File: src/hw/rtl/onpf_pkg.sv
package onpf_pkg;

	// fixed field widths
	localparam int unsigned PATH_W = 48;
	localparam int unsigned DEPTH_W = 5;
	localparam int unsigned GROUP_W = 3;
	localparam int unsigned KIND_W = 5;
	localparam int unsigned KIND_COUNT = 26;
	localparam int unsigned AXES = 3;
	localparam int unsigned MAX_DEPTH_DEF = 16;

	// axis of a child index bit: x is bit 0, y is bit 1, z is bit 2
	localparam int unsigned AX_X = 0;
	localparam int unsigned AX_Y = 1;
	localparam int unsigned AX_Z = 2;

	// neighborhood group bits
	localparam logic [GROUP_W-1:0] GRP_FACE = 3'b001;
	localparam logic [GROUP_W-1:0] GRP_EDGE = 3'b010;
	localparam logic [GROUP_W-1:0] GRP_VERTEX = 3'b100;

	// direction set codes, in emit order
	localparam logic [KIND_W-1:0] K_D = 5'd0;
	localparam logic [KIND_W-1:0] K_U = 5'd1;
	localparam logic [KIND_W-1:0] K_R = 5'd2;
	localparam logic [KIND_W-1:0] K_L = 5'd3;
	localparam logic [KIND_W-1:0] K_B = 5'd4;
	localparam logic [KIND_W-1:0] K_F = 5'd5;
	localparam logic [KIND_W-1:0] K_DR = 5'd6;
	localparam logic [KIND_W-1:0] K_DL = 5'd7;
	localparam logic [KIND_W-1:0] K_DF = 5'd8;
	localparam logic [KIND_W-1:0] K_DB = 5'd9;
	localparam logic [KIND_W-1:0] K_UR = 5'd10;
	localparam logic [KIND_W-1:0] K_UL = 5'd11;
	localparam logic [KIND_W-1:0] K_UF = 5'd12;
	localparam logic [KIND_W-1:0] K_UB = 5'd13;
	localparam logic [KIND_W-1:0] K_BR = 5'd14;
	localparam logic [KIND_W-1:0] K_BL = 5'd15;
	localparam logic [KIND_W-1:0] K_FR = 5'd16;
	localparam logic [KIND_W-1:0] K_FL = 5'd17;
	localparam logic [KIND_W-1:0] K_DRF = 5'd18;
	localparam logic [KIND_W-1:0] K_DRB = 5'd19;
	localparam logic [KIND_W-1:0] K_DLF = 5'd20;
	localparam logic [KIND_W-1:0] K_DLB = 5'd21;
	localparam logic [KIND_W-1:0] K_URF = 5'd22;
	localparam logic [KIND_W-1:0] K_URB = 5'd23;
	localparam logic [KIND_W-1:0] K_ULF = 5'd24;
	localparam logic [KIND_W-1:0] K_ULB = 5'd25;

	// per-axis move: the axis column read as a number steps by one
	typedef enum logic [1:0] {
		MV_NONE = 2'b00,
		MV_INC  = 2'b01,
		MV_DEC  = 2'b10
	} move_t;

	typedef move_t [AXES-1:0] moves_t;

	typedef struct packed {
		logic [PATH_W-1:0]  origin_path;
		logic [DEPTH_W-1:0] path_depth;
		logic [GROUP_W-1:0] neighborhood;
	} req_item_t;

	typedef struct packed {
		logic [PATH_W-1:0] neighbor_path;
		logic [KIND_W-1:0] neighbor_kind;
		logic              found;
		logic              last;
	} rsp_item_t;

	// group a direction set belongs to
	function automatic logic [GROUP_W-1:0] kind_group(input logic [KIND_W-1:0] kind);
		logic [GROUP_W-1:0] g;
		if (kind < K_DR) begin
			g = GRP_FACE;
		end else if (kind < K_DRF) begin
			g = GRP_EDGE;
		end else begin
			g = GRP_VERTEX;
		end
		return g;
	endfunction

	// down: y-1, up: y+1, right: x+1, left: x-1, back: z-1, front: z+1
	function automatic moves_t kind_moves(input logic [KIND_W-1:0] kind);
		moves_t m;
		m[AX_X] = MV_NONE;
		m[AX_Y] = MV_NONE;
		m[AX_Z] = MV_NONE;
		case (kind)
			K_D: m[AX_Y] = MV_DEC;
			K_U: m[AX_Y] = MV_INC;
			K_R: m[AX_X] = MV_INC;
			K_L: m[AX_X] = MV_DEC;
			K_B: m[AX_Z] = MV_DEC;
			K_F: m[AX_Z] = MV_INC;
			K_DR: begin m[AX_Y] = MV_DEC; m[AX_X] = MV_INC; end
			K_DL: begin m[AX_Y] = MV_DEC; m[AX_X] = MV_DEC; end
			K_DF: begin m[AX_Y] = MV_DEC; m[AX_Z] = MV_INC; end
			K_DB: begin m[AX_Y] = MV_DEC; m[AX_Z] = MV_DEC; end
			K_UR: begin m[AX_Y] = MV_INC; m[AX_X] = MV_INC; end
			K_UL: begin m[AX_Y] = MV_INC; m[AX_X] = MV_DEC; end
			K_UF: begin m[AX_Y] = MV_INC; m[AX_Z] = MV_INC; end
			K_UB: begin m[AX_Y] = MV_INC; m[AX_Z] = MV_DEC; end
			K_BR: begin m[AX_Z] = MV_DEC; m[AX_X] = MV_INC; end
			K_BL: begin m[AX_Z] = MV_DEC; m[AX_X] = MV_DEC; end
			K_FR: begin m[AX_Z] = MV_INC; m[AX_X] = MV_INC; end
			K_FL: begin m[AX_Z] = MV_INC; m[AX_X] = MV_DEC; end
			K_DRF: begin m[AX_Y] = MV_DEC; m[AX_X] = MV_INC; m[AX_Z] = MV_INC; end
			K_DRB: begin m[AX_Y] = MV_DEC; m[AX_X] = MV_INC; m[AX_Z] = MV_DEC; end
			K_DLF: begin m[AX_Y] = MV_DEC; m[AX_X] = MV_DEC; m[AX_Z] = MV_INC; end
			K_DLB: begin m[AX_Y] = MV_DEC; m[AX_X] = MV_DEC; m[AX_Z] = MV_DEC; end
			K_URF: begin m[AX_Y] = MV_INC; m[AX_X] = MV_INC; m[AX_Z] = MV_INC; end
			K_URB: begin m[AX_Y] = MV_INC; m[AX_X] = MV_INC; m[AX_Z] = MV_DEC; end
			K_ULF: begin m[AX_Y] = MV_INC; m[AX_X] = MV_DEC; m[AX_Z] = MV_INC; end
			K_ULB: begin m[AX_Y] = MV_INC; m[AX_X] = MV_DEC; m[AX_Z] = MV_DEC; end
			default: m[AX_X] = MV_NONE;
		endcase
		return m;
	endfunction

endpackage

File: src/hw/rtl/onpf_prep.sv
module onpf_prep #(
	parameter int unsigned MAX_DEPTH = onpf_pkg::MAX_DEPTH_DEF
) (
	input  logic                                       clk,
	input  logic                                       arst_n,
	input  logic                                       req_valid,
	output logic                                       req_ready,
	input  onpf_pkg::req_item_t                        req,
	output logic                                       dec_valid,
	input  logic                                       dec_ready,
	output logic [onpf_pkg::AXES-1:0][MAX_DEPTH-1:0]   dec_coord,
	output logic [MAX_DEPTH-1:0]                       dec_lim,
	output logic [onpf_pkg::GROUP_W-1:0]               dec_grp,
	output logic                                       dec_nz
);

	localparam int unsigned DW = $clog2(MAX_DEPTH + 1);
	localparam int unsigned EXT_W = (3 * MAX_DEPTH > onpf_pkg::PATH_W) ?
		3 * MAX_DEPTH : onpf_pkg::PATH_W;

	logic                valid_s1;
	onpf_pkg::req_item_t item_s1;
	logic                ready_s1;
	logic [DW-1:0]       depth_sat;
	logic [EXT_W-1:0]    path_ext;

	assign ready_s1 = !valid_s1 || dec_ready;
	assign req_ready = ready_s1;
	assign dec_valid = valid_s1;

	// input stage register
	always_ff @(posedge clk or negedge arst_n) begin
		if (!arst_n) begin
			valid_s1 <= 1'b0;
		end else if (ready_s1) begin
			valid_s1 <= req_valid;
		end
	end

	always_ff @(posedge clk) begin
		if (req_valid && ready_s1) begin
			item_s1 <= req;
		end
	end

	// saturate depth, build the level mask
	always_comb begin
		if (item_s1.path_depth > onpf_pkg::DEPTH_W'(MAX_DEPTH)) begin
			depth_sat = DW'(MAX_DEPTH);
		end else begin
			depth_sat = item_s1.path_depth[DW-1:0];
		end
		for (int i = 0; i < MAX_DEPTH; i++) begin
			dec_lim[i] = (i < int'(depth_sat));
		end
	end

	assign dec_nz = (depth_sat != '0);
	assign dec_grp = item_s1.neighborhood;
	assign path_ext = EXT_W'(item_s1.origin_path);

	// split the path into one column per axis, level 0 as lsb
	always_comb begin
		for (int a = 0; a < onpf_pkg::AXES; a++) begin
			for (int i = 0; i < MAX_DEPTH; i++) begin
				dec_coord[a][i] = path_ext[3 * i + a] & dec_lim[i];
			end
		end
	end

endmodule

File: src/hw/rtl/onpf_step.sv
module onpf_step #(
	parameter int unsigned MAX_DEPTH = onpf_pkg::MAX_DEPTH_DEF
) (
	input  logic                                       clk,
	input  logic                                       arst_n,
	input  logic                                       dec_valid,
	output logic                                       dec_ready,
	input  logic [onpf_pkg::AXES-1:0][MAX_DEPTH-1:0]   dec_coord,
	input  logic [MAX_DEPTH-1:0]                       dec_lim,
	input  logic [onpf_pkg::GROUP_W-1:0]               dec_grp,
	input  logic                                       dec_nz,
	output logic                                       cand_valid,
	input  logic                                       cand_ready,
	output logic [onpf_pkg::AXES-1:0][MAX_DEPTH-1:0]   cand_base,
	output logic [onpf_pkg::AXES-1:0][MAX_DEPTH-1:0]   cand_inc,
	output logic [onpf_pkg::AXES-1:0][MAX_DEPTH-1:0]   cand_dec,
	output logic [onpf_pkg::KIND_COUNT-1:0]            cand_hit
);

	logic                                     valid_s2;
	logic [onpf_pkg::AXES-1:0][MAX_DEPTH-1:0] coord_s2;
	logic [MAX_DEPTH-1:0]                     lim_s2;
	logic [onpf_pkg::GROUP_W-1:0]             grp_s2;
	logic                                     nz_s2;
	logic                                     ready_s2;
	logic [onpf_pkg::AXES-1:0]                inc_ok;
	logic [onpf_pkg::AXES-1:0]                dec_ok;

	assign ready_s2 = !valid_s2 || cand_ready;
	assign dec_ready = ready_s2;
	assign cand_valid = valid_s2;

	// decoded stage register
	always_ff @(posedge clk or negedge arst_n) begin
		if (!arst_n) begin
			valid_s2 <= 1'b0;
		end else if (ready_s2) begin
			valid_s2 <= dec_valid;
		end
	end

	always_ff @(posedge clk) begin
		if (dec_valid && ready_s2) begin
			coord_s2 <= dec_coord;
			lim_s2 <= dec_lim;
			grp_s2 <= dec_grp;
			nz_s2 <= dec_nz;
		end
	end

	// one step along each axis; a step past either end leaves the tree
	always_comb begin
		for (int a = 0; a < onpf_pkg::AXES; a++) begin
			cand_base[a] = coord_s2[a];
			cand_inc[a] = coord_s2[a] + MAX_DEPTH'(1);
			cand_dec[a] = coord_s2[a] - MAX_DEPTH'(1);
			inc_ok[a] = (coord_s2[a] != lim_s2);
			dec_ok[a] = (coord_s2[a] != '0);
		end
	end

	// which direction sets are requested and stay inside the tree
	always_comb begin
		onpf_pkg::moves_t m;
		logic ok;
		for (int k = 0; k < onpf_pkg::KIND_COUNT; k++) begin
			m = onpf_pkg::kind_moves(onpf_pkg::KIND_W'(k));
			ok = nz_s2 && ((grp_s2 & onpf_pkg::kind_group(onpf_pkg::KIND_W'(k))) != '0);
			for (int a = 0; a < onpf_pkg::AXES; a++) begin
				case (m[a])
					onpf_pkg::MV_INC: ok = ok & inc_ok[a];
					onpf_pkg::MV_DEC: ok = ok & dec_ok[a];
					default: ok = ok;
				endcase
			end
			cand_hit[k] = ok;
		end
	end

endmodule

File: src/hw/rtl/onpf_emit.sv
module onpf_emit #(
	parameter int unsigned MAX_DEPTH = onpf_pkg::MAX_DEPTH_DEF
) (
	input  logic                                       clk,
	input  logic                                       arst_n,
	input  logic                                       cand_valid,
	output logic                                       cand_ready,
	input  logic [onpf_pkg::AXES-1:0][MAX_DEPTH-1:0]   cand_base,
	input  logic [onpf_pkg::AXES-1:0][MAX_DEPTH-1:0]   cand_inc,
	input  logic [onpf_pkg::AXES-1:0][MAX_DEPTH-1:0]   cand_dec,
	input  logic [onpf_pkg::KIND_COUNT-1:0]            cand_hit,
	output logic                                       rsp_valid,
	input  logic                                       rsp_ready,
	output onpf_pkg::rsp_item_t                        rsp
);

	localparam int unsigned EXT_W = (3 * MAX_DEPTH > onpf_pkg::PATH_W) ?
		3 * MAX_DEPTH : onpf_pkg::PATH_W;

	logic                                     valid_s3;
	logic [onpf_pkg::AXES-1:0][MAX_DEPTH-1:0] base_s3;
	logic [onpf_pkg::AXES-1:0][MAX_DEPTH-1:0] inc_s3;
	logic [onpf_pkg::AXES-1:0][MAX_DEPTH-1:0] dec_s3;
	logic [onpf_pkg::KIND_COUNT-1:0]          hit_s3;
	logic                                     rsp_valid_q;
	onpf_pkg::rsp_item_t                      rsp_q;
	logic                                     take;
	logic                                     fire;
	logic                                     ready_s3;
	logic [onpf_pkg::KIND_COUNT-1:0]          pick_oh;
	logic [onpf_pkg::KIND_COUNT-1:0]          rest;
	logic [onpf_pkg::KIND_W-1:0]              pick_kind;
	logic                                     is_last;
	logic                                     any_hit;
	onpf_pkg::moves_t                         moves;
	logic [onpf_pkg::AXES-1:0][MAX_DEPTH-1:0] nb_coord;
	logic [EXT_W-1:0]                         nb_ext;
	onpf_pkg::rsp_item_t                      nxt;

	assign take = !rsp_valid_q || rsp_ready;
	assign fire = valid_s3 && take;

	// lowest pending direction set goes next
	assign pick_oh = hit_s3 & (~hit_s3 + onpf_pkg::KIND_COUNT'(1));
	assign rest = hit_s3 & ~pick_oh;
	assign any_hit = (hit_s3 != '0);
	assign is_last = (rest == '0);

	always_comb begin
		pick_kind = '0;
		for (int k = 0; k < onpf_pkg::KIND_COUNT; k++) begin
			if (pick_oh[k]) begin
				pick_kind = onpf_pkg::KIND_W'(k);
			end
		end
	end

	assign ready_s3 = !valid_s3 || (fire && is_last);
	assign cand_ready = ready_s3;

	// pick each axis column by its move
	assign moves = onpf_pkg::kind_moves(pick_kind);

	always_comb begin
		for (int a = 0; a < onpf_pkg::AXES; a++) begin
			case (moves[a])
				onpf_pkg::MV_INC: nb_coord[a] = inc_s3[a];
				onpf_pkg::MV_DEC: nb_coord[a] = dec_s3[a];
				default: nb_coord[a] = base_s3[a];
			endcase
		end
	end

	// interleave the columns back into a packed path
	always_comb begin
		nb_ext = '0;
		for (int i = 0; i < MAX_DEPTH; i++) begin
			for (int a = 0; a < onpf_pkg::AXES; a++) begin
				nb_ext[3 * i + a] = nb_coord[a][i];
			end
		end
	end

	always_comb begin
		if (any_hit) begin
			nxt.neighbor_path = nb_ext[onpf_pkg::PATH_W-1:0];
			nxt.neighbor_kind = pick_kind;
			nxt.found = 1'b1;
			nxt.last = is_last;
		end else begin
			nxt.neighbor_path = '0;
			nxt.neighbor_kind = '0;
			nxt.found = 1'b0;
			nxt.last = 1'b1;
		end
	end

	// working item register, drained one result a cycle while the output is free
	always_ff @(posedge clk or negedge arst_n) begin
		if (!arst_n) begin
			valid_s3 <= 1'b0;
		end else if (ready_s3) begin
			valid_s3 <= cand_valid;
		end
	end

	always_ff @(posedge clk) begin
		if (ready_s3) begin
			if (cand_valid) begin
				base_s3 <= cand_base;
				inc_s3 <= cand_inc;
				dec_s3 <= cand_dec;
				hit_s3 <= cand_hit;
			end
		end else if (fire) begin
			hit_s3 <= rest;
		end
	end

	// output register
	always_ff @(posedge clk or negedge arst_n) begin
		if (!arst_n) begin
			rsp_valid_q <= 1'b0;
		end else if (take) begin
			rsp_valid_q <= fire;
		end
	end

	always_ff @(posedge clk) begin
		if (fire) begin
			rsp_q <= nxt;
		end
	end

	assign rsp_valid = rsp_valid_q;
	assign rsp = rsp_q;

endmodule

File: src/hw/rtl/octree_path_neighbor_finder.sv
// An item passes the prep, step and emit stage registers, then the output register.
// Throughput: an item holds the result stage until its last result is out; it has up to
// 26 found neighbors; the result stage emits one result a cycle if the output is free.
// Items with a single result flow at one item per cycle if the output is free.
// Reset: arst_n clears the stage valid bits and the output valid; data registers keep.
module octree_path_neighbor_finder #(
	parameter int unsigned MAX_DEPTH = onpf_pkg::MAX_DEPTH_DEF
) (
	input  logic                clk,
	input  logic                arst_n,
	input  logic                req_valid,
	output logic                req_ready,
	input  onpf_pkg::req_item_t req,
	output logic                rsp_valid,
	input  logic                rsp_ready,
	output onpf_pkg::rsp_item_t rsp
);

	logic                                     dec_valid;
	logic                                     dec_ready;
	logic [onpf_pkg::AXES-1:0][MAX_DEPTH-1:0] dec_coord;
	logic [MAX_DEPTH-1:0]                     dec_lim;
	logic [onpf_pkg::GROUP_W-1:0]             dec_grp;
	logic                                     dec_nz;
	logic                                     cand_valid;
	logic                                     cand_ready;
	logic [onpf_pkg::AXES-1:0][MAX_DEPTH-1:0] cand_base;
	logic [onpf_pkg::AXES-1:0][MAX_DEPTH-1:0] cand_inc;
	logic [onpf_pkg::AXES-1:0][MAX_DEPTH-1:0] cand_dec;
	logic [onpf_pkg::KIND_COUNT-1:0]          cand_hit;

	// stage 1: capture and split into axis columns
	onpf_prep #(.MAX_DEPTH(MAX_DEPTH)) u_prep (
		.clk       (clk),
		.arst_n    (arst_n),
		.req_valid (req_valid),
		.req_ready (req_ready),
		.req       (req),
		.dec_valid (dec_valid),
		.dec_ready (dec_ready),
		.dec_coord (dec_coord),
		.dec_lim   (dec_lim),
		.dec_grp   (dec_grp),
		.dec_nz    (dec_nz)
	);

	// stage 2: axis steps and hit mask
	onpf_step #(.MAX_DEPTH(MAX_DEPTH)) u_step (
		.clk        (clk),
		.arst_n     (arst_n),
		.dec_valid  (dec_valid),
		.dec_ready  (dec_ready),
		.dec_coord  (dec_coord),
		.dec_lim    (dec_lim),
		.dec_grp    (dec_grp),
		.dec_nz     (dec_nz),
		.cand_valid (cand_valid),
		.cand_ready (cand_ready),
		.cand_base  (cand_base),
		.cand_inc   (cand_inc),
		.cand_dec   (cand_dec),
		.cand_hit   (cand_hit)
	);

	// stage 3: emit one result per cycle while the output is free
	onpf_emit #(.MAX_DEPTH(MAX_DEPTH)) u_emit (
		.clk        (clk),
		.arst_n     (arst_n),
		.cand_valid (cand_valid),
		.cand_ready (cand_ready),
		.cand_base  (cand_base),
		.cand_inc   (cand_inc),
		.cand_dec   (cand_dec),
		.cand_hit   (cand_hit),
		.rsp_valid  (rsp_valid),
		.rsp_ready  (rsp_ready),
		.rsp        (rsp)
	);

`ifndef SYNTHESIS
	// a none-found result ends its item and carries no path
	a_nf_last: assert property (@(posedge clk) disable iff (!arst_n)
		rsp_valid && !rsp.found |-> rsp.last && rsp.neighbor_path == '0 &&
		rsp.neighbor_kind == '0)
		else $error("none-found result malformed");

	// a found result names a real direction set
	a_kind_range: assert property (@(posedge clk) disable iff (!arst_n)
		rsp_valid && rsp.found |->
		rsp.neighbor_kind < onpf_pkg::KIND_W'(onpf_pkg::KIND_COUNT))
		else $error("neighbor kind out of range");

	// a result that waits keeps its valid and its payload
	a_rsp_hold: assert property (@(posedge clk) disable iff (!arst_n)
		rsp_valid && !rsp_ready |=> rsp_valid && $stable(rsp))
		else $error("waiting result changed");
`endif

endmodule
File: config.mk
export PLATFORM = sky130hd
export DESIGN_NAME = octree_path_neighbor_finder
export DESIGN_NICKNAME = d
export VERILOG_FILES = /design/src/hw/rtl/onpf_pkg.sv /design/src/hw/rtl/onpf_prep.sv /design/src/hw/rtl/onpf_step.sv /design/src/hw/rtl/onpf_emit.sv /design/src/hw/rtl/octree_path_neighbor_finder.sv
export SDC_FILE = /design/constraint.sdc
export NUM_CORES = 1
export LEC_CHECK = 0
export ABC_AREA = 1
export BUFFER_PORTS_ARGS = -buffer_cell sky130_fd_sc_hd__buf_2
export CAP_MARGIN = 5
export CORE_MARGIN = 1.5
export CORE_UTILIZATION = 45
export CTS_CLUSTER_SIZE = 40
export DETAILED_ROUTE_END_ITERATION = 12
export PLACE_DENSITY = 0.62
export SLEW_MARGIN = 0
export SYNTH_ARGS = -nofsm -noshare
export SYNTH_HDL_FRONTEND = slang
export SYNTH_SLANG_ARGS = --single-unit
File: constraint.sdc
create_clock -name clk -period 8.94 [get_ports clk]
set_clock_uncertainty 0.05 [all_clocks]
set_input_delay 0.447 -clock clk [delete_from_list [all_inputs] [get_ports clk]]
set_output_delay 0.447 -clock clk [all_outputs]
set_load 0.02 [all_outputs]
## Word-level counts from Yosys, hierarchy flattened

Index checks and enable logic that the tools add are counted.

| cells by class | value |
|---|---|
| muxes and demuxes | 36 |
| add/sub/neg operators | 7 |
| magnitude comparators | 17 |
| equal/unequal tests | 35 |
| bitwise gates (word level) | 88 |
| reductions and logical operators | 31 |

Operator list:

| cell | count |
|---|---|
| two-way mux 5 bit | 25 |
| one-hot mux 16 bit (2 select lines) | 3 |
| AND 1 bit | 84 |
| two-way mux 26 bit | 3 |
| OR reduction 9 bit | 6 |
| AND 26 bit | 2 |
| inverter 26 bit | 2 |
| == test 5 bit, second input constant | 10 |
| adder 16 x 1 -> 16 bit, second input constant | 3 |
| != test 16 bit | 3 |
| nonzero test 16 bit | 3 |
| subtractor 16 x 1 -> 16 bit, second input constant | 3 |
| == test 5 x 4 -> 1 bit, second input constant | 8 |
| < comparator 4 x 5 -> 1 bit, first input constant | 8 |
| adder 26 x 1 -> 26 bit, second input constant | 1 |
| zero test 26 bit | 1 |
| nonzero test 26 bit | 1 |
| == test 5 x 3 -> 1 bit, second input constant | 4 |
| < comparator 3 x 5 -> 1 bit, first input constant | 4 |
| one-hot mux 2 bit (2 select lines) | 3 |
| == test 5 x 2 -> 1 bit, second input constant | 2 |
| < comparator 1 x 5 -> 1 bit, first input constant | 2 |
| < comparator 2 x 5 -> 1 bit, first input constant | 2 |
| logical AND 1 bit | 7 |
| other kinds (13) | 24 |

| storage, ports and cells | value |
|---|---|
| logic and storage cells | 241 |
| input port bits | 60 |
| bits in registers | 353 |
| output and inout port bits | 57 |

## Longest topological paths before layout

| logic depth | value |
|---|---|
| depth in word-level cells | 33 |
| depth in mapped cells | 23 |
| depth with buffers taken out | 21 |

## Cells and area by module

A second synthesis with hierarchy kept.

| second synthesis, totals | value |
|---|---|
| cells, all modules | 1618 |
| area, all modules | 17050.1 um^2 |

By module, submodules not included:

| module | cells an instance | sequential area each (um^2) | instances | area each (um^2) |
|---|---|---|---|---|
| onpf_emit | 798 | 6806.5 | 1 | 9650.5 |
| onpf_step | 611 | 2067.0 | 1 | 4937.2 |
| onpf_prep | 209 | 1706.6 | 1 | 2462.4 |

## Worst setup path before layout

No wires, ideal clock.

| timing | value |
|---|---|
| kind | reg2reg |
| from | register u_emit.hit_s3[2] (netlist name) |
| to | register u_emit.base_s3[0] (netlist name) (enable) |
| path buffers | 1 |
| data required time | 8.243 ns |
| setup time | 0.647 ns |
| stages on the path, launching flop included | 17 |
| arrival | 7.796 ns |
| slack | 0.447 ns |
| clock period less this slack | 8.493 ns |
| path through | edfxtp_1 > nor2_2 > nand2_4 > nor2_8 > nand3_4 > nor2_4 > inv_2 > nor2_2 > inv_2 > nand2_1 > nand4_1 > nor2_2 > nand2_2 > nand2_2 > buf_6 > inv_2 > nor2_1 |

| on the way | value |
|---|---|
| cells in the longest elaborated chain, start to end | 9 |

Ends and longest elaborated chain:

| element | line | text |
|---|---|---|
| from (decl) | onpf_emit.sv:24 | `logic [onpf_pkg::KIND_COUNT-1:0] hit_s3;` |
| from (signal assigned) | onpf_emit.sv:113 | `hit_s3 <= cand_hit;` |
| from (signal assigned) | onpf_emit.sv:116 | `hit_s3 <= rest;` |
| inverter 26 bit | onpf_emit.sv:44 | `assign pick_oh = hit_s3 & (~hit_s3 + onpf_pkg::KIND_COUNT'(1));` |
| adder 26 x 1 -> 26 bit | onpf_emit.sv:44 |  |
| AND 26 bit | onpf_emit.sv:44 |  |
| inverter 26 bit | onpf_emit.sv:45 | `assign rest = hit_s3 & ~pick_oh;` |
| AND 26 bit * | onpf_emit.sv:45 |  |
| zero test 26 bit * | onpf_emit.sv:47 | `assign is_last = (rest == '0);` |
| logical AND 1 bit * | onpf_emit.sv:58 | `assign ready_s3 = !valid_s3 \|\| (fire && is_last);` |
| logical OR 1 bit * | onpf_emit.sv:58 |  |
| AND reduction 2 bit (no source line) * | n/a |  |
| to (signal assigned) | onpf_emit.sv:110 | `base_s3 <= cand_base;` |
| to (decl) | onpf_emit.sv:21 | `logic [onpf_pkg::AXES-1:0][MAX_DEPTH-1:0] base_s3;` |

Mark *: on every way between the ends. The rest lies on a longest branch, timed or not.
A chain may end at the register's enable or synchronous reset.

## Worst setup path in the final report

| timing | value |
|---|---|
| from | register u_emit.hit_s3[12] (netlist name) |
| to | register u_step.coord_s2, in the netlist u_step.cand_base[27] (enable) |

| on the way | value |
|---|---|
| cells in the longest elaborated chain, start to end | 10 |

Ends and longest elaborated chain:

| element | line | text |
|---|---|---|
| inverter 26 bit | onpf_emit.sv:44 |  |
| adder 26 x 1 -> 26 bit | onpf_emit.sv:44 |  |
| AND 26 bit | onpf_emit.sv:44 |  |
| inverter 26 bit | onpf_emit.sv:45 |  |
| AND 26 bit * | onpf_emit.sv:45 |  |
| zero test 26 bit * | onpf_emit.sv:47 |  |
| logical AND 1 bit * | onpf_emit.sv:58 |  |
| logical OR 1 bit * | onpf_emit.sv:58 |  |
| logical OR 1 bit * | onpf_step.sv:29 | `assign ready_s2 = !valid_s2 \|\| cand_ready;` |
| logical AND 1 bit * | onpf_step.sv:43 | `if (dec_valid && ready_s2) begin` |
| to (signal assigned) | onpf_step.sv:44 | `coord_s2 <= dec_coord;` |
| to (decl) | onpf_step.sv:21 | `logic [onpf_pkg::AXES-1:0][MAX_DEPTH-1:0] coord_s2;` |

Marks and branches as above.

==> flow_metrics.tcl <==
set metrics [dict create \
    rsz0062_at_grt "no" \
    root_buffer "clkbuf_16" \
    die-area_um2 36850 \
    yosysTopAreaCell "edfxtp_1" \
    drt_pass1_iterations 5 \
    numCtsBuffers 39 \
    peakVddDrop_v 0.0001209 \
    routabilityCongestion 0.9037 \
    synth_edf_count 346 \
    ys_ff_latch 350 \
    syn_nets 1534 \
    grt.total_usage 0.2081 \
    routed_via_density 5.157 \
    synthTopCellsByArea "edfxtp_1 65%, nand2_1 6.3%, inv_1 4.4%" \
    slew_headroom 0.2698 \
    setup_viol 0 \
    min_path_type "input pin to flop" \
    htree_levels 2 \
    cp-start-kind "flop" \
    hold_depth 1 \
    ant_nets 0 \
    clk_path_buf_depth 3 \
    first_iter_violations 1009 \
    reg2regPathDepth 18 \
    clk_pin_slew_ns 0.06 \
    coreArea_um2 35400 \
    critPathKind "flop to flop" \
    drv_slew 0 \
    tns_ns 0 \
    multi_input_area_um2 4667 \
    seq_area_frac_synth 0.6528 \
    layout.nets 1649 \
    start_util 0.4540 \
    die_h_um 192.0 \
    num_rows 69 \
    synth_ff_type "edfxtp_1" \
    die_x_um 192.0 \
    synthCells 1461 \
    final.fill_count 3126 \
    cts_resized 0 \
    fin_crit_ns 4.293 \
    post-place-ws_ns 4.661 \
    post-route-util 0.5158 \
    regArea_um2 10490 \
    p_total_w 0.003467 \
    arrival_ns 4.39 \
    routed_wl_mm 37.54 \
    synthArstFlopShare 0.01143 \
    synth_top_area_frac 0.6466 \
    fin_hold_ws_ns 0.03773 \
    critPathCaptureType "flop" \
    grt_pass1_wl_mm 58.04 \
    syn_avg_cell_area_um2 11.00 \
    cellLeakagePower_nw 7.271 \
    cts_setup_buffers 0 \
    cts_tree "yes" \
    grt_max_degree 142 \
    num_vias 10623 \
    max_freq_ghz 0.2329 \
    cap_violations 0 \
    grt_pass1_vias 10261 \
    cts_sinks 350 \
    insertion_delay_ns 0.53 \
    setup_slack_ns 4.647 \
    outcome "completed" \
    io_buffers 116 \
    cts_hold_buffers 1 \
    dp_hpwl_mm 26.53 \
    area_growth_pct 13.61 \
    yosysWarningCount 0 \
    crit_fanout 68 \
    io_pins 117 \
    hold_viol_final 0 \
    fin_crit_sh 0.4802 \
    worst_pin_slew_ns 1.085 \
    synth_cell_types 47 \
    gr-total-overflow 0 \
    syn_area_um2 16070 \
    antenna_cells 0 \
    critPathRequiredTime_ns 9.04 \
    drive_gt1_frac 0.1295 \
    powerDensity_nw_per_um2 189.9 \
    antenna_found_initial 0 \
    drc 0 \
    wire_per_inst_um 18.22 \
]
[stage by stage]
stage	instances	cell area [µm²]
floorplan	1461	16070
CTS	2060	18260
detailed placement	1995	17110
global route	2060	18260
finish	2060	18260
global placement	1995	17110
[cells in the final DEF (no fill, tap or decap), types with 2 or more instances in the layout]
cell / instances
edfxtp_1: 346
nand2_1: 270
inv_1: 187
nor2_1: 171
buf_2: 116
xor2_1: 79
a21oi_1: 58
nand3_1: 49
a22o_1: 45
clkbuf_16: 39
o21ai_0: 34
nand4_1: 28
nor3_1: 25
xnor2_1: 21
ha_1: 13
o21ai_1: 10
clkbuf_1: 10
nor2_2: 9
nor4_1: 8
inv_2: 7
o211ai_1: 6
clkinv_2: 6
buf_4: 6
nor2_4: 5
clkinv_1: 5
nand2_2: 4
nand3b_1: 4
dfrtp_1: 4
o21ai_2: 3
o2111ai_1: 2
nor3b_1: 2
nor4_2: 2
o22ai_1: 2
a221oi_1: 2
o31ai_1: 2
bufinv_16: 2
[path summary, 6_finish.rpt]
path | start | endpoint | slack, ns
worst min register to register | u_prep.dec_grp[1] | u_step.grp_s2[1] | 0.39
max in group asynchronous | arst_n | u_emit.valid_s3 | 8.52
min in group asynchronous | arst_n | u_emit.rsp_valid | 0.20
worst max register to register | u_emit.hit_s3[12] | u_step.cand_base[27] | 4.65
worst max-delay path | u_emit.hit_s3[12] | u_step.cand_base[27] | 4.65
worst min-delay path | req[26] | u_prep.path_ext[18] | 0.04
[critical path, stage by stage (launching register included)]
cell	delay (ns)
edfxtp_1	0.46
nor2_1	0.25
nand3_1	0.13
nor2_2	0.18
nand2_2	0.13
inv_1	0.09
nand2_1	0.07
nand2_1	0.07
nand2_1	0.07
nor2_1	0.15
nand4_1	0.20
nor2_2	0.17
nand2_2	0.10
nand2_2	0.64
inv_2	0.16
nand2_1	0.13
nand2_1	0.07
inv_2	0.04
buf_4	0.68
[layer usage]
layer	up-vias	wire length, µm	GRT usage
li1	5182	-	-
met5	-	0	0
met3	56	2164	0.03088
met4	0	824	0.05635
met2	357	17380	0.3313
met1	5028	17170	0.2986
[report_power, final]
group          internal, W  switching [W]
sequential         0.00182      0.0000144
clock             0.000855       0.000615
combinational    0.0000551       0.000110
[registers in the layout, summed over array words and instances (netlist names), 5 cells and up]
signal	count
u_step.cand_base	48
u_prep.item_s1	5
u_prep.path_ext	48
u_emit.hit_s3	26
u_step.lim_s2	16
u_emit.dec_s3	47
u_emit.rsp	55
u_emit.base_s3	48
u_emit.inc_s3	46
[layout make-up]
class,instances,share of cell area
Clock buffer,49,0.05551
Clock inverter,15,0.006854
Inverter,194,0.03989
Multi-Input combinational cell,867,0.2556
Sequential cell,350,0.5746
Tap cell,461,0.03159
Timing Repair Buffer,124,0.03591
[cell families (layout without fill, tap and decap cells)]
logic type               count (synthesis)  after routing  synth area share
buffers and inverters                  244            382           0.05840
adder cells (fa/ha/maj)                 13             13           0.01012
flip-flops                             350            350            0.6528
AND/OR/NAND/NOR                        585            585            0.1574
AO/OA/AOI/OAI                          169            169           0.06681
XOR/XNOR                               100            100           0.05450
[synthesized netlist by cell type (2+ instances only)]
cell         n
a21oi_1     58
a221oi_1     2
a22o_1      45
buf_1        3
buf_2        5
buf_6        2
clkbuf_1    39
dfrtp_1      4
edfxtp_1   346
ha_1        13
inv_1      189
inv_2        5
nand2_1    270
nand2_2      4
nand3_1     49
nand3b_1     4
nand4_1     28
nor2_1     174
nor2_2       9
nor2_4       2
nor3_1      25
nor3b_1      2
nor4_1       8
nor4_2       2
o2111ai_1    2
o211ai_1     6
o21ai_0     34
o21ai_1     11
o21ai_2      2
o22ai_1      2
o31ai_1      2
xnor2_1     21
xor2_1      79
Power figures use the tool's default switching activity.
